$ cat src/rtl/core/slrx_pkg.sv
// Package for the sync/length/CRC frame receiver.
// Holds the buffer size, the framing constants, the status codes, the result
// struct and the CRC-16 byte update. No dependencies.
package slrx_pkg;

  localparam int BUFFER_BYTES   = 256;
  localparam int POS_W          = $clog2(BUFFER_BYTES + 1);
  localparam int END_W          = 17;
  localparam int HDR_BYTES      = 3;
  localparam int CRC_BYTES      = 2;
  localparam int RESERVED_BYTES = 7;
  localparam int MAX_LEN        = BUFFER_BYTES - RESERVED_BYTES;

  localparam logic [7:0]  SYNC_FIRST  = 8'hDE;
  localparam logic [7:0]  SYNC_SECOND = 8'hAD;
  localparam logic [15:0] CRC_INIT    = 16'hFFFF;
  localparam logic [15:0] CRC_POLY    = 16'hA001;

  localparam logic [7:0] TYPE_WRITE_ACK = 8'd2;
  localparam logic [7:0] TYPE_ACK       = 8'd3;

  localparam logic KIND_PAYLOAD = 1'b0;
  localparam logic KIND_VERDICT = 1'b1;

  typedef enum logic [1:0] {
    ST_OK       = 2'd0,
    ST_CRC_ERR  = 2'd1,
    ST_TOO_BIG  = 2'd2,
    ST_OVERFLOW = 2'd3
  } status_t;

  typedef struct packed {
    logic        kind;
    logic [7:0]  data_byte;
    status_t     status;
    logic [7:0]  msg_type;
    logic [15:0] payload_len;
    logic        ack_seen;
    logic        ack_request;
    logic        deliver;
  } result_t;

  // CRC-16/MODBUS, reflected, one byte per call
  function automatic logic [15:0] crc16_update(input logic [15:0] crc,
                                               input logic [7:0]  b);
    logic [15:0] c;
    c = crc ^ {8'h00, b};
    for (int i = 0; i < 8; i++) begin
      c = c[0] ? ((c >> 1) ^ CRC_POLY) : (c >> 1);
    end
    return c;
  endfunction

endpackage

$ cat src/rtl/core/slrx_in_reg.sv
// Input register for the frame receiver: holds one received byte until the
// parser takes it. Depends on nothing but the clock and reset.
module slrx_in_reg (
  input  logic       clk,
  input  logic       rst,
  input  logic       s_tvalid,
  output logic       s_tready,
  input  logic [7:0] s_tdata,   // in_byte[7:0]
  input  logic       take,
  output logic       hold_valid,
  output logic [7:0] hold_byte
);

  assign s_tready = !hold_valid || take;

  always_ff @(posedge clk) begin
    if (rst) begin
      hold_valid <= 1'b0;
    end else if (s_tready) begin
      hold_valid <= s_tvalid;
    end
  end

  always_ff @(posedge clk) begin
    if (s_tvalid && s_tready) begin
      hold_byte <= s_tdata;
    end
  end

endmodule

$ cat src/rtl/core/slrx_parser.sv
// Frame parser: sync hunt, header capture, CRC accumulate and verdict.
// One byte per step; uses slrx_pkg for constants, result_t and crc16_update.
module slrx_parser (
  input  logic              clk,
  input  logic              rst,
  input  logic              step,
  input  logic [7:0]        in_byte,
  output logic              res_valid,
  output slrx_pkg::result_t res
);
  import slrx_pkg::*;

  logic             in_frame, in_frame_next;
  logic [POS_W-1:0] byte_pos, byte_pos_next;
  logic [END_W-1:0] end_pos, end_pos_next;
  logic [15:0]      running_crc, running_crc_next;
  logic [7:0]       type_hold, type_hold_next;
  logic [15:0]      length_hold, length_hold_next;
  logic [7:0]       crc_low_hold, crc_low_hold_next;

  logic [END_W-1:0] pos_ext;
  logic [END_W-1:0] pos_plus1;
  logic [END_W-1:0] pos_plus2;
  logic [15:0]      len_eff;
  logic [END_W-1:0] end_eff;

  assign pos_ext   = END_W'(byte_pos);
  assign pos_plus1 = pos_ext + END_W'(1);
  assign pos_plus2 = pos_ext + END_W'(CRC_BYTES);
  assign len_eff   = {length_hold[15:8], in_byte};
  assign end_eff   = (byte_pos == POS_W'(2))
                   ? END_W'(len_eff) + END_W'(HDR_BYTES + CRC_BYTES)
                   : end_pos;

  always_comb begin
    in_frame_next     = in_frame;
    byte_pos_next     = byte_pos;
    end_pos_next      = end_pos;
    running_crc_next  = running_crc;
    type_hold_next    = type_hold;
    length_hold_next  = length_hold;
    crc_low_hold_next = crc_low_hold;
    res_valid         = 1'b0;
    res               = '0;
    res.msg_type      = type_hold;
    res.payload_len   = length_hold;

    if (!in_frame) begin
      // loose sync: bytes other than the expected one leave progress alone
      if (in_byte == SYNC_FIRST && byte_pos == '0) begin
        byte_pos_next = POS_W'(1);
      end else if (in_byte == SYNC_SECOND && byte_pos == POS_W'(1)) begin
        in_frame_next    = 1'b1;
        byte_pos_next    = '0;
        running_crc_next = CRC_INIT;
      end
    end else if (byte_pos >= POS_W'(BUFFER_BYTES)) begin
      res_valid        = 1'b1;
      res.kind         = KIND_VERDICT;
      res.status       = ST_OVERFLOW;
      in_frame_next    = 1'b0;
      byte_pos_next    = '0;
      running_crc_next = CRC_INIT;
    end else begin
      byte_pos_next = byte_pos + POS_W'(1);
      if (byte_pos == '0) begin
        type_hold_next = in_byte;
      end else if (byte_pos == POS_W'(1)) begin
        length_hold_next = {in_byte, 8'h00};
      end else if (byte_pos == POS_W'(2)) begin
        length_hold_next = len_eff;
        end_pos_next     = end_eff;
      end

      if (pos_ext < END_W'(HDR_BYTES) || pos_plus2 < end_eff) begin
        running_crc_next = crc16_update(running_crc, in_byte);
        if (pos_ext >= END_W'(HDR_BYTES)) begin
          res_valid       = 1'b1;
          res.kind        = KIND_PAYLOAD;
          res.data_byte   = in_byte;
          res.msg_type    = '0;
          res.payload_len = '0;
        end
      end else if (pos_plus2 == end_eff) begin
        crc_low_hold_next = in_byte;
      end else if (pos_plus1 == end_eff) begin
        res_valid = 1'b1;
        res.kind  = KIND_VERDICT;
        if (length_hold > 16'(MAX_LEN)) begin
          res.status = ST_TOO_BIG;
        end else if ({in_byte, crc_low_hold} != running_crc) begin
          res.status = ST_CRC_ERR;
        end else if (type_hold == TYPE_ACK) begin
          res.status   = ST_OK;
          res.ack_seen = 1'b1;
        end else begin
          res.status      = ST_OK;
          res.ack_request = (type_hold == TYPE_WRITE_ACK);
          res.deliver     = 1'b1;
        end
        in_frame_next    = 1'b0;
        byte_pos_next    = '0;
        running_crc_next = CRC_INIT;
      end
    end
  end

  always_ff @(posedge clk) begin
    if (rst) begin
      in_frame     <= 1'b0;
      byte_pos     <= '0;
      end_pos      <= '0;
      running_crc  <= CRC_INIT;
      type_hold    <= '0;
      length_hold  <= '0;
      crc_low_hold <= '0;
    end else if (step) begin
      in_frame     <= in_frame_next;
      byte_pos     <= byte_pos_next;
      end_pos      <= end_pos_next;
      running_crc  <= running_crc_next;
      type_hold    <= type_hold_next;
      length_hold  <= length_hold_next;
      crc_low_hold <= crc_low_hold_next;
    end
  end

endmodule

$ cat src/rtl/core/sync_length_crc_frame_receiver.sv
// Channel  Dir  Signals                      Content
// s_       in   s_tvalid s_tready s_tdata    one received serial byte
// m_       out  m_tvalid m_tready m_tdata    payload byte or frame verdict
//                m_tuser                      kind: payload or verdict
//
// One byte per cycle sustained while m_tready stays high; each byte waits in
// the input register until the output register is free, and then the
// single-pass parser step registers its result there. Bytes that give no
// result (sync, header, CRC) still take one parser step. Reset returns the
// parser to sync hunting.
// With m_tready low the result holds and the input register keeps one more
// byte; s_tready follows m_tready while both registers are full.
//
// Top level; instantiates slrx_in_reg and slrx_parser, uses slrx_pkg.
module sync_length_crc_frame_receiver (
  input  logic        clk,
  input  logic        rst,
  input  logic        s_tvalid,
  output logic        s_tready,
  input  logic [7:0]  s_tdata,   // in_byte[7:0]
  output logic        m_tvalid,
  input  logic        m_tready,
  // data_byte[7:0], status[9:8], msg_type[17:10], payload_len[33:18],
  // ack_seen[34], ack_request[35], deliver[36], zero fill[39:37]
  output logic [39:0] m_tdata,
  output logic        m_tuser    // kind
);
  import slrx_pkg::*;

  logic       hold_valid;
  logic [7:0] hold_byte;
  logic       step;
  logic       res_valid;
  result_t    res;

  assign step = hold_valid && (!m_tvalid || m_tready);

  slrx_in_reg u_in_reg (
    .clk        (clk),
    .rst        (rst),
    .s_tvalid   (s_tvalid),
    .s_tready   (s_tready),
    .s_tdata    (s_tdata),
    .take       (step),
    .hold_valid (hold_valid),
    .hold_byte  (hold_byte)
  );

  slrx_parser u_parser (
    .clk       (clk),
    .rst       (rst),
    .step      (step),
    .in_byte   (hold_byte),
    .res_valid (res_valid),
    .res       (res)
  );

  always_ff @(posedge clk) begin
    if (rst) begin
      m_tvalid <= 1'b0;
    end else if (step && res_valid) begin
      m_tvalid <= 1'b1;
    end else if (m_tready) begin
      m_tvalid <= 1'b0;
    end
  end

  always_ff @(posedge clk) begin
    if (step && res_valid) begin
      m_tuser <= res.kind;
      m_tdata <= {3'b000, res.deliver, res.ack_request, res.ack_seen,
                  res.payload_len, res.msg_type, res.status, res.data_byte};
    end
  end

endmodule
$ cat config.mk
export PLATFORM = sky130hd
export DESIGN_NAME = sync_length_crc_frame_receiver
export DESIGN_NICKNAME = d
export VERILOG_FILES = /design/src/rtl/core/slrx_pkg.sv /design/src/rtl/core/slrx_in_reg.sv /design/src/rtl/core/slrx_parser.sv /design/src/rtl/core/sync_length_crc_frame_receiver.sv
export SDC_FILE = /design/constraint.sdc
export NUM_CORES = 1
export LEC_CHECK = 0
export ABC_CLOCK_PERIOD_IN_PS = 12500
export BUFFER_PORTS_ARGS = -buffer_cell sky130_fd_sc_hd__buf_2
export CORE_MARGIN = 1.5
export CORE_UTILIZATION = 35
export DETAILED_ROUTE_END_ITERATION = 7
export GPL_TIMING_DRIVEN = 0
export PLACE_DENSITY_LB_ADDON = 0.12
export SETUP_SLACK_MARGIN = 0.5
export SYNTH_ARGS = -nofsm -noshare
export SYNTH_HDL_FRONTEND = slang
export SYNTH_SLANG_ARGS = --single-unit
$ cat constraint.sdc
create_clock -name clk -period 12.5 [get_ports clk]
set_input_delay 0 -clock clk [delete_from_list [all_inputs] [get_ports clk]]
set_output_delay 0 -clock clk [all_outputs]
set_load 0.02 [all_outputs]
; ---- Yosys cells after proc, flatten, opt, wreduce, memory -nomap -nowiden
; Index checks and enable logic that the tools add are counted.
[classes]
n_eq_ne = 12
addsub = 4
mux = 59
bitwise = 16
order_cmp = 5
reduce_logical = 25
[ops]
columns = op, count
row1 = $mux W16, 16
row2 = $mux W9, 7
row3 = $mux W27, 2
row4 = $mux W24, 2
row5 = $eq A17 B17 Y1, 2
row6 = $not A2 Y3, 8
row7 = $reduce_and A5 Y1, 4
row8 = $mux W1, 19
row9 = $add A16 B3 Y17 const B, 1
row10 = $lt A17 B17 Y1, 1
row11 = $mux W17, 1
row12 = $eq A8 B2 Y1 const B, 2
row13 = $eq A8 B8 Y1 const B, 2
row14 = $gt A16 B8 Y1 const B, 1
row15 = $ne A16 B16 Y1, 1
row16 = $xor A16 B8 Y16, 1
row17 = $mux W3, 5
row18 = $mux W2, 6
row19 = $add A9 B1 Y10 const B, 1
row20 = $add A9 B2 Y10 const B, 1
row21 = $add A9 B1 Y9 const B, 1
row22 = $eq A9 B1 Y1 const B, 1
row23 = $eq A9 B2 Y1 const B, 1
row24 = $ge A9 B2 Y1 const B, 1
row25 = 18 further kinds, 34
[word_totals]
inputBits = 12
wordCells = 138
ff_bits = 123
output_inout_bits = 43

; ---- Logic depth before layout (Yosys ltp)
; Gate-level depths: netlist (run 1).
[logic_depth]
depth_word = 20
ltp_mapped = 19
mapped_depth_nobuf = 16

; ---- Modules after synthesis
; A second synthesis (run 1) with hierarchy kept.
[hier_totals]
hier_cells = 685
hier_area_um2 = 6643.9
[modules_own_cells]
columns = mod, area_each_um2, instances, cells_per_inst
row1 = slrx_parser, 5109.9, 1, 624
row2 = sync_length_crc_frame_receiver, 1238.7, 1, 48
row3 = slrx_in_reg, 295.3, 1, 13

; ---- Least setup slack after synthesis (run 1)
; OpenSTA, ideal clock, no wires.
[synth_path]
kind = reg-to-reg
startpoint = register u_parser.byte_pos[0]
endpoint = register m_tdata[0] (enable)
t_required_ps = 12007
setup_time_ps = 493
path_buffers = 0
stages_incl_launch_ff = 16
slack_ps = 6030
period_less_slack_ps = 6470
arrival_time_ps = 5977
cell_sequence = dfxtp_1 > inv_1 > ha_1 > nor4b_4 > nand2_1 > o21ai_0 > inv_1 > ha_1 > nand2b_1 > a311oi_1 > o21ai_1 > a2bb2oi_1 > maj3_2 > a21oi_2 > nor4b_1 > o31ai_1
[synth_via]
elab_chain_len = 9
word_cells_on_any_way = 18
[synth_lines]
columns = element, line_no
row1 = "start, declared", slrx_parser.sv:14  ; logic [POS_W-1:0] byte_pos, byte_pos_next;
row2 = "start signal, assigned", slrx_parser.sv:119  ; byte_pos <= byte_pos_next;
row3 = branches (longest 6 deep; another with $lt A17 B17 Y1), --
row4 = $mux W1 *, slrx_parser.sv:57  ; end else if (byte_pos >= POS_W'(BUFFER_BYTES)) begin
row5 = $mux W1 *, slrx_parser.sv:48  ; if (!in_frame) begin
row6 = $logic_and A1 B1 Y1 *, sync_length_crc_frame_receiver.sv:69  ; if (step && res_valid) begin
row7 = "end signal, assigned", sync_length_crc_frame_receiver.sv:71  ; m_tdata <= {3'b000, res.deliver, res.ack_request, res.ack_seen,
row8 = "end, declared", sync_length_crc_frame_receiver.sv:25  ; output logic [39:0] m_tdata,
; Every way passes the cells marked *.
; A chain may end at the register's enable or synchronous reset.

; ---- Worst setup path after layout (run 1)
[layout_path]
startpoint = register u_parser.byte_pos[0]
endpoint = register u_parser.running_crc[6]
[layout_via]
elab_chain_len = 7
word_cells_on_any_way = 22
[layout_lines]
columns = element, line_no
row1 = branches (longest 7 deep; another with $lt A17 B17 Y1), --
row2 = "end signal, assigned", slrx_parser.sv:121  ; running_crc <= running_crc_next;
row3 = "end, declared", slrx_parser.sv:16  ; logic [15:0] running_crc, running_crc_next;
; Parallel ways; which one is timed is not known.

==> tab_implementation.tex, run 1 <==
\begin{tabular}{lr}
\hline
Metric & Value \\
\hline
\multicolumn{2}{l}{\textbf{Synthesis}} \\
\quad Post-synthesis sequential element count & 123 \\
\quad Post-Synth Adder-Cell Area & 3.08\% \\
\quad Netlist area before placement & 6450 um2 \\
\quad Leading post-synthesis cells by cell area & dfxtp\_1, edfxtp\_1, xnor2\_1 \\
\quad Main combinational cell family by area after synthesis & simple AND/OR/NAND/NOR gates \\
\quad Prevailing post-synth register cell & dfxtp\_1 \\
\quad Simple-gate share of the synthesized area & 19.1\% \\
\quad Number of synthesized flops with an enable pin & 46 \\
\quad Yosys cell types & 63 \\
\quad Post-Synth XOR/XNOR Area & 9.37\% \\
\quad Mean instance size in the synthesized netlist & 9.58 um2 \\
\quad Most area-hungry cell type in the Yosys netlist & dfxtp\_1 \\
\quad Async set-reset flop share out of synthesis & 0\% \\
\quad Synthesized instance count & 673 \\
\quad Sequential element share of the synthesized area & 45.3\% \\
\quad Multiplexer fraction of the synthesized cell area & 5.14\% \\
\quad Area fraction in compound gates after synthesis & 12.9\% \\
\quad YS warnings & 0 \\
\quad Top-area cell type share of the netlist area & 23.9\% \\
\multicolumn{2}{l}{\textbf{Setup path}} \\
\quad Delay contributed by the slowest stage of the critical path & 670 ps \\
\quad Depth of the worst register-to-register path & 17 \\
\quad Endpoint required time on the critical path & 12,870 ps \\
\quad Critical Path Sink Type & flip-flop \\
\quad Ordered cell list for the critical path & inv\_1, ha\_1, nor4b\_4, nand2\_1, o21ai\_0, inv\_1, ha\_1, nand2b\_1, a311oi\_1, o21ai\_1, a2bb2oi\_1, maj3\_2, a21oi\_2, nor2\_1, a21oi\_1, clkbuf\_1, o32a\_1 \\
\quad Category of the most critical setup path & flip-flop to flip-flop \\
\quad CP max stage cell & a21oi\_1 \\
\quad Data arrival, critical path & 5710 ps \\
\quad Highest fanout seen on the critical path & 10 \\
\quad Setup crit start kind & flip-flop \\
\multicolumn{2}{l}{\textbf{Drt}} \\
\quad Average wire per standard cell & 18.1 um \\
\quad Router iterations before antenna repair & 6 \\
\quad Post-detailed-route DRC marker count & 0 \\
\quad Total number of vias & 5,330 \\
\quad Number of violations reported at the end of detailed-routing iteration 0 & 524 \\
\quad Detailed-route wire length & 18.1 mm \\
\quad Antenna-violating nets left & 0 \\
\quad Vias per Instance & 5.33 \\
\multicolumn{2}{l}{\textbf{STA}} \\
\quad Finish-stage setup viols & 0 \\
\quad Setup repair after global routing missed its margin & no \\
\quad Tmin final & 5340 ps \\
\quad Transition time of the tightest slew-check pin & 1190 ps \\
\quad Max Freq & 187 MHz \\
\quad Final hold viol count & 0 \\
\quad Relative slew slack & 19.9\% \\
\quad Period Utilization, post-route & 42.7\% \\
\quad Setup tns final & 0 ps \\
\quad Clock Skew & 10.9 ps \\
\quad Post-route worst hold slack & 70.6 ps \\
\quad Final Slew Violations & 0 \\
\multicolumn{2}{l}{\textbf{Clock network}} \\
\quad Clk Tree Root Cell & clkbuf\_16 \\
\quad Count of cells resized by post-cts repair & 0 \\
\quad Number of hold buffers added after CTS & 11 \\
\quad Clk sinks & 123 \\
\quad Postcts setup bufs & 0 \\
\quad Clock-pin slew of the registers on the worst-case setup and hold paths & 60 ps \\
\quad Clock tree buffer depth & 2 \\
\quad Number of buffers inserted during clock tree synthesis & 17 \\
\quad H-tree levels & 4 \\
\quad Worst-skew pair later-pin latency & 420 ps \\
\quad Clock tree from TritonCTS & yes \\
\multicolumn{2}{l}{\textbf{Final layout}} \\
\quad Share of cells above drive strength 1 & 15.3\% \\
\quad Final standard cell area without fillers & 7700 um2 \\
\quad Layout Nets & 785 \\
\quad Ant diodes & 0 \\
\quad Area Growth Syn to Fin & 19.5\% \\
\quad Filler instances & 1,782 \\
\multicolumn{2}{l}{\textbf{Floorplanning}} \\
\quad Site Rows & 49 \\
\quad Placeable core region & 18,000 um2 \\
\quad Effective utilization at floorplan & 35.8\% \\
\quad Number of I/O pins & 55 \\
\quad Total Die Area & 19,200 um2 \\
\quad Vertical die dimension & 139 um \\
\quad Die boundary width & 139 um \\
\multicolumn{2}{l}{\textbf{GRT}} \\
\quad Via count of the first global-routing pass & 5,183 \\
\quad First-pass GRT wire length & 28.4 mm \\
\quad Maximum number of pins on one net before global-route repair & 22 \\
\quad Overall Global Routing Usage & 19.1\% \\
\quad Number of antenna violations at the first check in global routing & 0 \\
\quad Remaining global-route overflow & 0 \\
\multicolumn{2}{l}{\textbf{Job}} \\
\quad \# Max-Cap Violations & 0 \\
\multicolumn{2}{l}{\textbf{Placement}} \\
\quad Detailed placer's ending HPWL & 13.2 mm \\
\quad Input/output buffers & 51 \\
\quad Area of placed instances & 7050 um2 \\
\quad Final estimated routing congestion in global placement & 0.918 \\
\multicolumn{2}{l}{\textbf{Power and ir drop}} \\
\quad Maximum vdd ir drop & 93.4 uV \\
\quad Power per cell area & 122 nW/um2 \\
\quad Leak & 2.58 nW \\
\multicolumn{2}{l}{\textbf{Hold path}} \\
\quad Worst min path class & primary input to flip-flop \\
\quad Number of instances on the worst hold path & 4 \\
\multicolumn{2}{l}{\textbf{Run status}} \\
\quad Result of the run & finished, final reports clean \\
\hline
\end{tabular}
-- logic make-up after synthesis --
group                      Yosys count
buffers and inverters               74
adders and majority gates           16
muxes                               33
AOI/OAI and AO/OA                  115
and+or+nand+nor                    242
xor gates and xnor gates            69
DFF                                123
other                                1
-- metal layers --
layer	wire (um)	vias to the layer above	GRT usage, %
met2	8220	193	30.3
met3	1160	23	4.73
met1	8500	2545	25.8
li1	-	2569	-
met5	0	-	0
met4	232	0	6.03
-- where the power goes --
group          internal, mW  switching [mW]  total (mW)  leakage, nW
Sequential            0.417         0.00355       0.420        0.976
Clock                 0.262           0.195       0.457        0.259
Combinational        0.0228          0.0413      0.0640         1.34
-- Yosys cell counts (4+ instances only) --
master,count
nand2_1,46
inv_1,23
nand3_1,21
or3_1,6
nor3_1,14
o21ai_0,14
dfxtp_1,77
a211oi_1,8
a31oi_1,8
nor2b_1,4
nor4_1,9
ha_1,15
xor2_1,15
or4_1,5
buf_1,5
nand2b_1,5
a22oi_1,8
mux2i_1,32
o32a_1,16
edfxtp_1,46
nand4_1,15
clkbuf_1,28
nor2_1,76
and3_1,4
buf_2,12
xnor2_1,54
o22ai_1,4
a21oi_1,25
and2_1,27
-- stage by stage --
step	setup slack (ps)	power (mW)	utilization, %	instances
floorplan	6030	0.469	-	675
CTS	7250	0.949	42.7	1000
global route	6830	0.976	42.7	1000
finish	7160	0.941	42.7	1000
detailed placement	7270	0.490	39.1	957
global placement	3870	0.490	38.8	955
-- sequential cells by signal, indices dropped and copies added (netlist names), 8 cells and up, named ones only --
register               cells
u_parser.running_crc      16
u_parser.crc_low_hold      8
u_in_reg.hold_byte         8
u_parser.byte_pos          9
u_parser.type_hold         8
u_parser.end_pos          16
m_tdata                   37
u_parser.length_hold      16
-- critical path, delay by kind of cell, from the launching register on --
family	cells	cell delay [ps]
flops	1	390
buf+inv	3	760
compound gates	7	2120
simple gates	4	1180
fa+ha+maj	3	830
-- path summary, 6_finish.rpt --
path / slack (ps) / from / end
max: 7160 / u_parser.byte_pos[0]$_SDFFE_PP0P_ / u_parser.running_crc[6]$_SDFFE_PP1P_
min: 70 / rst / u_parser.byte_pos[6]$_SDFFE_PP0P_
max reg2reg: 7160 / u_parser.byte_pos[0]$_SDFFE_PP0P_ / u_parser.running_crc[6]$_SDFFE_PP1P_
min reg2reg: 450 / flip-flop / flip-flop
-- area by class of cell --
type / count / area, um2 / area share (%)
Multi-Input combinational cell: 478 / 3230 / 41.9
Clock buffer: 18 / 439 / 5.70
Inverter: 23 / 86.3 / 1.12
Clock inverter: 14 / 109 / 1.41
Timing Repair Buffer: 64 / 395 / 5.13
Sequential cell: 123 / 2920 / 37.9
Buffer: 51 / 240 / 3.12
Tap cell: 229 / 287 / 3.72
-- layout by cell type, fill, tap and decap left out, types with 7 or more instances in the layout --
master / Yosys / routed
o32a_1: 16 / 16
xnor2_1: 54 / 54
dlygate4sd3_1: 0 / 11
xor2_1: 15 / 15
nand4_1: 15 / 15
inv_1: 23 / 23
a31oi_1: 8 / 8
nor3_1: 14 / 13
clkbuf_1: 28 / 28
nand2_1: 46 / 46
a211oi_1: 8 / 8
nand3_1: 21 / 21
ha_1: 15 / 15
buf_2: 12 / 63
o21ai_0: 14 / 14
a21oi_1: 25 / 25
dfxtp_1: 77 / 77
edfxtp_1: 46 / 46
and2_1: 27 / 27
nor2_1: 76 / 76
mux2i_1: 32 / 32
a22oi_1: 8 / 8
clkbuf_16: 0 / 17
inv_6: 0 / 7
nor4_1: 9 / 9
(Power assumes the default switching activity.)
==> run 2, diff against run 1 <==
Settings changed: ABC_CLOCK_PERIOD_IN_PS 12500 to 4600.
Clock period 12.5 ns to 4.6 ns, I/O delays scaled along.
==> run 2 against run 1 <==
  * Maximum frequency rose by 32%
  * First-iteration DRC count fell by 13%
  * Global-route usage barely moved
  * Clock skew barely moved
  * Worst hold slack improved by 24 ps
  * Critical endpoint is now u_parser.running_crc[13]$_SDFFE_PP1P_
  * Largest power group unchanged
  * Highest routed layer unchanged
==> tab_implementation.tex, run 2 (synthesis gave the netlist of run 1 again) <==
\begin{tabular}{lr}
\hline
Metric & Value \\
\hline
\multicolumn{2}{l}{\textbf{Floorplanning}} \\
\quad Site Rows & 49 (unchanged) \\
\quad Vertical die dimension & 139 um (unchanged) \\
\quad Number of I/O pins & 55 (unchanged) \\
\quad Total Die Area & 19,200 um2 (unchanged) \\
\quad Effective utilization at floorplan & 35.8\% (unchanged) \\
\quad Die boundary width & 139 um (unchanged) \\
\quad Placeable core region & 18,000 um2 (unchanged) \\
\multicolumn{2}{l}{\textbf{Clock network}} \\
\quad H-tree levels & 4 (unchanged) \\
\quad Clock tree from TritonCTS & yes \\
\quad Clk sinks & 123 (unchanged) \\
\quad Worst-skew pair later-pin latency & 420 ps (about the same) \\
\quad Number of buffers inserted during clock tree synthesis & 17 (unchanged) \\
\quad Clock tree buffer depth & 2 (unchanged) \\
\quad Clock-pin slew of the registers on the worst-case setup and hold paths & 60 ps (about the same) \\
\quad Clk Tree Root Cell & clkbuf\_16 \\
\multicolumn{2}{l}{\textbf{Setup path}} \\
\quad Endpoint required time on the critical path & 4900 ps (-7970 ps) \\
\quad Critical register-to-register path endpoint & u\_parser.running\_crc[13]\$\_SDFFE\_PP1P\_ \\
\quad Data arrival, critical path & 4360 ps (-1350 ps) \\
\quad Setup crit start kind & flip-flop \\
\quad Highest fanout seen on the critical path & 8 (-2) \\
\quad Flop2flop setup slack & 550 ps (-6610 ps) \\
\quad Critical Path Sink Type & flip-flop \\
\quad Depth of the worst register-to-register path & 19 (+2) \\
\quad Start of the worst register-to-register path & u\_parser.byte\_pos[5]\$\_SDFFE\_PP0P\_ \\
\quad Category of the most critical setup path & flip-flop to flip-flop \\
\multicolumn{2}{l}{\textbf{Power and ir drop}} \\
\quad Leak & 2.85 nW (+11\%) \\
\quad Maximum vdd ir drop & 245 uV (+160\%) \\
\quad Power per cell area & 319 nW/um2 (+160\%) \\
\multicolumn{2}{l}{\textbf{Placement}} \\
\quad Area of placed instances & 7110 um2 (+0.89\%) \\
\quad DP Cell Count & 957 (unchanged) \\
\quad Detailed placer's ending HPWL & 13.2 mm (+0.17\%) \\
\quad Final estimated routing congestion in global placement & 0.876 (-4.5\%) \\
\quad Input/output buffers & 51 (unchanged) \\
\multicolumn{2}{l}{\textbf{Job}} \\
\quad \# Max-Cap Violations & 0 (unchanged) \\
\multicolumn{2}{l}{\textbf{Hold path}} \\
\quad Worst hold path startpoint & rst \\
\quad Worst min path class & primary input to flip-flop \\
\quad Hold Crit Endpoint & u\_parser.byte\_pos[7]\$\_SDFFE\_PP0P\_ \\
\quad Number of instances on the worst hold path & 4 (unchanged) \\
\multicolumn{2}{l}{\textbf{Run status}} \\
\quad Result of the run & finished, final reports clean \\
\multicolumn{2}{l}{\textbf{GRT}} \\
\quad Maximum number of pins on one net before global-route repair & 22 (unchanged) \\
\quad First-pass GRT wire length & 28.6 mm (+0.63\%) \\
\quad Number of antenna violations at the first check in global routing & 0 (unchanged) \\
\quad Remaining global-route overflow & 0 (unchanged) \\
\quad Overall Global Routing Usage & 19.2\% (+0.020 points) \\
\quad Via count of the first global-routing pass & 5,213 (+0.58\%) \\
\multicolumn{2}{l}{\textbf{Drt}} \\
\quad Vias per Instance & 5.33 (about the same) \\
\quad Post-detailed-route DRC marker count & 0 (unchanged) \\
\quad Number of violations reported at the end of detailed-routing iteration 0 & 456 (-13\%) \\
\quad Total number of vias & 5,469 (+2.6\%) \\
\quad Antenna-violating nets left & 0 (unchanged) \\
\quad Router iterations before antenna repair & 5 (-1) \\
\quad Average wire per standard cell & 18.4 um (+1.5\%) \\
\quad Detailed-route wire length & 18.9 mm (+4.2\%) \\
\multicolumn{2}{l}{\textbf{Final layout}} \\
\quad Multi-input logic area & 3470 um2 (+7.4\%) \\
\quad Share of cells above drive strength 1 & 23.2\% (+7.9 points) \\
\quad Filler instances & 1,764 (-1.0\%) \\
\quad Commonest cells after routing, fill and taps aside & nor2\_1, dfxtp\_1, buf\_2 \\
\quad Biggest register & m\_tdata \\
\quad Number of flip-flops in the largest register & 37 (unchanged) \\
\quad Post-layout utilization of the core & 46.1\% (+3.4 points) \\
\quad Layout Nets & 812 (+3.4\%) \\
\quad Area Growth Syn to Fin & 29.0\% \\
\quad Non-Filler Instances & 1,027 (+2.7\%) \\
\quad Ant diodes & 0 (unchanged) \\
\quad Final standard cell area without fillers & 8320 um2 (+8.0\%) \\
\quad Reg area & 2930 um2 (+0.30\%) \\
\multicolumn{2}{l}{\textbf{STA}} \\
\quad Relative slew slack & 14.7\% (-5.2 points) \\
\quad Tmin final & 4050 ps (-1290 ps) \\
\quad Period Utilization, post-route & 88.1\% (+45 points) \\
\quad Final Slew Violations & 0 (unchanged) \\
\quad Clock Skew & 10.5 ps (-0.399 ps) \\
\quad Finish-stage setup viols & 0 (unchanged) \\
\quad Setup repair after global routing missed its margin & yes \\
\quad Final hold viol count & 0 (unchanged) \\
\quad Transition time of the tightest slew-check pin & 1270 ps (+77.0 ps) \\
\quad Max Freq & 247 MHz (+32\%) \\
\quad Post-route worst hold slack & 94.1 ps (+23.6 ps) \\
\hline
\end{tabular}
==> run 2: worst max path at each step <==
stage                                            startpoint                                    end  slack [ps]
after floorplan           u_parser.byte_pos[0]$_SDFFE_PP0P_               m_tdata[0]$_SDFFCE_PP0P_         500
after global placement    u_parser.byte_pos[0]$_SDFFE_PP0P_                  m_tdata[27]$_DFFE_PP_        -540
after detailed placement  u_parser.byte_pos[0]$_SDFFE_PP0P_  u_parser.running_crc[14]$_SDFFE_PP1P_          30
after CTS                   u_in_reg.hold_byte[0]$_DFFE_PP_  u_parser.running_crc[14]$_SDFFE_PP1P_         500
after global routing      u_parser.byte_pos[5]$_SDFFE_PP0P_  u_parser.running_crc[14]$_SDFFE_PP1P_         400
final                     u_parser.byte_pos[5]$_SDFFE_PP0P_  u_parser.running_crc[13]$_SDFFE_PP1P_         550
==> run 2: area by class of cell <==
| class | instances | share of cell area (%) |
|---|---|---|
| Multi-Input combinational cell | 478 | 41.7 |
| Sequential cell | 123 | 35.2 |
| Timing Repair Buffer | 91 | 7.60 |
| Clock buffer | 19 | 5.32 |
| Buffer | 51 | 3.94 |
| Tap cell | 229 | 3.44 |
| Clock inverter | 13 | 1.71 |
| Inverter | 23 | 1.07 |
==> run 2: metrics by stage <==
step | setup WS (ps) | TNS [ps] | total power [mW]
after floorplan | 504 | 0 | 1.28
after global placement | -544 | -20970 | 1.33
after detailed placement | 30.1 | 0 | 1.33
after CTS | 500 | 0 | 2.66
after global routing | 397 | 0 | 2.74
final | 546 | 0 | 2.65
==> run 2: metal layers <==
layer | GRT usage (%) | routed length [um] | up-vias | part of all wire [%]
li1 | - | - | 2638 | -
met3 | 4.49 | 1150 | 36 | 6.1
met1 | 25.5 | 8590 | 2615 | 46
met2 | 30.0 | 8610 | 180 | 46
met5 | 0 | 0 | - | 0
met4 | 7.95 | 524 | 0 | 2.8
==> run 2: critical path: stages, from the launching register on <==
cell,delay [ps]
dfxtp_2,310
buf_6,130
nor4_4,290
and3_1,220
buf_6,150
buf_12,120
nor2_4,30
a21oi_2,160
inv_1,70
ha_2,200
a311oi_2,250
o21ai_1,120
a2bb2oi_2,160
maj3_2,340
a21oi_4,260
nor2_4,80
or4_4,580
buf_8,170
clkbuf_16,150
o32a_1,140
==> run 2: what timing repair did <==
action                                 4_1_cts  5_1_grt
pin swaps                                    6       18
buffers inserted                             7       19
setup endpoints to repair                  106       89
endpoints found under the hold margin       10        0
gates cloned                                 0        1
gates resized for setup                     28       54
hold buffers                                11        0
==> run 2: power breakdown <==
part	internal, mW	leakage, nW	switching (mW)
Combinational	0.0754	1.60	0.120
Sequential	1.13	0.978	0.0114
Clock	0.813	0.275	0.499
==> run 3, diff against run 2 <==
Settings changed: ABC_AREA set to 1, CORE_UTILIZATION 35 to 55.
==> run 3 against run 2 <==
  * Combinational power fell by 24%
  * Clock power fell by 4%
  * Sequential share of layout area rose by 0.74 points
  * Final area fell by 2.3%
  * Clock skew fell by 3.3 ps
  * Worst hold slack improved by 110 ps
  * Largest cell class unchanged
  * Highest routed layer unchanged
==> tab_implementation.tex, run 3 <==
\begin{tabular}{lr}
\hline
Metric & Value \\
\hline
\multicolumn{2}{l}{\textbf{STA}} \\
\quad Final Slew Violations & 0 (unchanged) \\
\quad Max Freq & 270 MHz (+9.4\%) \\
\quad Relative slew slack & 39.5\% (+25 points) \\
\quad Period Utilization, post-route & 80.5\% (-7.6 points) \\
\quad Clock Skew & 7.21 ps (-3.26 ps) \\
\quad Tmin final & 3700 ps (-350 ps) \\
\quad Finish-stage setup viols & 0 (unchanged) \\
\quad Final hold viol count & 0 (unchanged) \\
\quad Transition time of the tightest slew-check pin & 900 ps (-370 ps) \\
\quad Post-route worst hold slack & 204 ps (+109 ps) \\
\quad Setup repair after global routing missed its margin & no \\
\multicolumn{2}{l}{\textbf{Setup path}} \\
\quad Endpoint required time on the critical path & 4720 ps (-180 ps) \\
\quad Category of the most critical setup path & flip-flop to flip-flop \\
\quad Critical Path Sink Type & flip-flop \\
\quad Setup crit start kind & flip-flop \\
\quad Data arrival, critical path & 3820 ps (-540 ps) \\
\quad Highest fanout seen on the critical path & 12 (+4) \\
\multicolumn{2}{l}{\textbf{Drt}} \\
\quad Detailed-route wire length on metal 1 & 8.54 mm (-0.57\%) \\
\quad Total met3 wirelength after detailed routing & 1.28 mm (+11\%) \\
\quad Post-detailed-route DRC marker count & 0 (unchanged) \\
\quad Number of violations reported at the end of detailed-routing iteration 0 & 541 (+19\%) \\
\quad Antenna-violating nets left & 0 (unchanged) \\
\quad Highest layer used for signal routing & met4 \\
\quad Detailed-route wire length & 18.8 mm (-0.53\%) \\
\quad Sum of met2 wire segment lengths after detailed routing & 8.28 mm (-3.7\%) \\
\quad Router iterations before antenna repair & 5 (unchanged) \\
\quad Vias per Instance & 5.24 (-1.6\%) \\
\quad Average wire per standard cell & 15.6 um (-15\%) \\
\quad Total number of vias & 6,317 (+16\%) \\
\multicolumn{2}{l}{\textbf{Floorplanning}} \\
\quad Total Die Area & 13,300 um2 (-31\%) \\
\quad Vertical die dimension & 115 um (-17\%) \\
\quad Effective utilization at floorplan & 57.0\% (+21 points) \\
\quad Placeable core region & 12,200 um2 (-33\%) \\
\quad Die boundary width & 115 um (-17\%) \\
\quad Number of I/O pins & 55 (unchanged) \\
\quad Site Rows & 40 (-18\%) \\
\multicolumn{2}{l}{\textbf{GRT}} \\
\quad Overall Global Routing Usage & 29.5\% (+10 points) \\
\quad Maximum number of pins on one net before global-route repair & 27 (+23\%) \\
\quad First-pass GRT wire length & 29.2 mm (+2.1\%) \\
\quad Via count of the first global-routing pass & 5,552 (+6.5\%) \\
\quad Remaining global-route overflow & 0 (unchanged) \\
\quad Number of antenna violations at the first check in global routing & 0 (unchanged) \\
\multicolumn{2}{l}{\textbf{Synthesis}} \\
\quad Async set-reset flop share out of synthesis & 0\% (unchanged) \\
\quad Post-Synth XOR/XNOR Area & 5.30\% (-4.1 points) \\
\quad Synthesized instance count & 939 (+40\%) \\
\quad Netlist area before placement & 6940 um2 (+7.6\%) \\
\quad Multiplexer fraction of the synthesized cell area & 0\% (-5.1 points) \\
\quad Sequential element share of the synthesized area & 42.1\% (-3.2 points) \\
\quad Number of synthesized flops with an enable pin & 46 (unchanged) \\
\quad Yosys cell types & 43 (-32\%) \\
\quad Post-synthesis sequential element count & 123 (unchanged) \\
\quad Most area-hungry cell type in the Yosys netlist & dfxtp\_1 \\
\quad Mean instance size in the synthesized netlist & 7.39 um2 (-23\%) \\
\quad Most frequent cell after synthesis & nand2\_1 \\
\quad Post-Synth Adder-Cell Area & 2.71\% (-0.38 points) \\
\quad Top post-synthesis cells by count & nand2\_1, nor2\_1, inv\_1 \\
\quad Top-area cell type share of the netlist area & 22.2\% (-1.7 points) \\
\quad Leading post-synthesis cells by cell area & dfxtp\_1, edfxtp\_1, nand2\_1 \\
\quad Main combinational cell family by area after synthesis & simple AND/OR/NAND/NOR gates \\
\quad Area fraction in compound gates after synthesis & 7.32\% (-5.5 points) \\
\quad Simple-gate share of the synthesized area & 32.4\% (+13 points) \\
\quad Prevailing post-synth register cell & dfxtp\_1 \\
\quad YS warnings & 0 (unchanged) \\
\multicolumn{2}{l}{\textbf{Clock network}} \\
\quad H-tree levels & 4 (unchanged) \\
\quad Clock tree from TritonCTS & yes \\
\quad Clock-pin slew of the registers on the worst-case setup and hold paths & 60 ps (about the same) \\
\quad Worst-skew pair later-pin latency & 420 ps (about the same) \\
\quad Clock tree buffer depth & 2 (unchanged) \\
\quad Clk sinks & 123 (unchanged) \\
\quad Number of buffers inserted during clock tree synthesis & 17 (unchanged) \\
\quad Clk Tree Root Cell & clkbuf\_16 \\
\multicolumn{2}{l}{\textbf{Final layout}} \\
\quad Commonest non-fill, non-tap cell in the layout & nand2\_1 \\
\quad Post-layout utilization of the core & 66.8\% (+21 points) \\
\quad Area Growth Syn to Fin & 17.2\% \\
\quad Share of cells above drive strength 1 & 14.6\% (-8.5 points) \\
\quad Layout Nets & 1,052 (+30\%) \\
\quad Commonest cells after routing, fill and taps aside & nand2\_1, nor2\_1, inv\_1 \\
\quad Ant diodes & 0 (unchanged) \\
\quad Biggest register & m\_tdata \\
\quad Number of flip-flops in the largest register & 37 (unchanged) \\
\multicolumn{2}{l}{\textbf{Power and ir drop}} \\
\quad Sequential cell fraction of total power & 44.6\% (+1.5 points) \\
\quad Part of the power in the clock network & 49.5\% (about the same) \\
\quad Net Switching & 592 uW (-6.1\%) \\
\quad Relative contribution of combinational cells to total power & 5.9\% (-1.5 points) \\
\quad Maximum vdd ir drop & 271 uV (+11\%) \\
\quad Leak & 3.62 nW (+27\%) \\
\quad Internal power & 1.95 mW (-3.6\%) \\
\quad Switching share of power & 23.3\% (-0.47 points) \\
\quad Power per cell area & 313 nW/um2 (-1.9\%) \\
\multicolumn{2}{l}{\textbf{Placement}} \\
\quad Detailed placer's ending HPWL & 13.9 mm (+5.4\%) \\
\quad Input/output buffers & 51 (unchanged) \\
\quad Final estimated routing congestion in global placement & 0.960 (+9.6\%) \\
\multicolumn{2}{l}{\textbf{Hold path}} \\
\quad Worst min path class & primary input to flip-flop \\
\multicolumn{2}{l}{\textbf{Job}} \\
\quad \# Max-Cap Violations & 0 (unchanged) \\
\multicolumn{2}{l}{\textbf{Run status}} \\
\quad Result of the run & finished, final reports clean \\
\hline
\end{tabular}
run 3: changes by cell type after synthesis, moves of 32 or more:
cell	delta
nand2_1	+180
inv_1	+85
nand3_1	+58
nor2_1	+53
xnor2_1	-41
mux2i_1	-32
run 3: cell families (layout without fill, tap and decap cells):
kind of cell             count (synthesis)  after routing
AO/OA/AOI/OAI                           93             93
AND/OR/NAND/NOR                        507            507
buffers and inverters                  158            255
other                                    1              3
flip-flops                             123            123
adder cells (fa/ha/maj)                 15             15
XOR/XNOR                                42             42
run 3: final timing paths:
path / slack [ps] / end / startpoint / cells after the start
min: 200 / u_parser.crc_low_hold[3]$_SDFFE_PP0P_ / rst / 5
max reg2reg: 900 / m_tdata[21]$_DFFE_PP_ / u_parser.byte_pos[1]$_SDFFE_PP0P_ / 22
max: 900 / m_tdata[21]$_DFFE_PP_ / u_parser.byte_pos[1]$_SDFFE_PP0P_ / 22
min reg2reg: 470 / u_parser.length_hold[0]$_SDFFE_PP0P_ / u_parser.length_hold[0]$_SDFFE_PP0P_ / 2
run 3: final cells by class:
class                           count  area, um2
Multi-Input combinational cell    660       3330
Clock inverter                     10       93.8
Inverter                          121        465
Fill cell                        1098       4040
Tap cell                          168        210
Sequential cell                   123       2920
Timing Repair Buffer               65        400
Buffer                             37        243
Clock buffer                       22        464
run 3: what timing repair did:
action,in CTS,in global routing
hold endpoints to repair,10,0
gates resized for setup,1,6
buffers inserted,2,0
setup endpoints to repair,38,38
hold buffers,11,0
run 3: per-layer routing:
layer  vias to the layer above  track usage (%)
met5                         -                0
met4                         0             13.3
met3                        44             6.75
li1                       3190                -
met1                      2848             40.3
met2                       235             44.6
run 3: per-stage QoR:
stage | cells | TNS (ps) | power [mW] | setup WS (ps) | cell area, um2
2_1_floorplan | 941 | 0 | 1.25 | 894 | 6940
3_3_place_gp | 1160 | -9670 | 1.29 | -258 | 7410
3_5_place_dp | 1161 | 0 | 1.29 | 175 | 7430
4_1_cts | 1206 | 0 | 2.55 | 650 | 8120
5_1_grt | 1206 | 0 | 2.61 | 519 | 8130
6_report | 1206 | 0 | 2.54 | 896 | 8130
run 3: power by group through the flow:
stage	registers, mW	logic (mW)	clock network (mW)
finish	1.13	0.149	1.26
global route	1.13	0.160	1.32
CTS	1.13	0.146	1.27
detailed placement	1.16	0.134	0
global placement	1.16	0.134	0
floorplan	1.16	0.0966	0
run 3: critical path, cell delays in order (launching register included):
cell and delay, ps:
dfxtp_1 470, ha_1 260, nand3_2 100, nor2_4 180, buf_6 190, o21ai_1 130, nand2_1 130, inv_1 80
ha_1 300, nand2_1 50, inv_1 40, nand3_1 90, nor2_2 160, nand2_1 80, nor2_1 90, nor2_1 50
nand2_2 110, nand3_1 100, buf_2 210, nand3_2 90, nand2_1 130, clkinvlp_4 140, buf_4 210
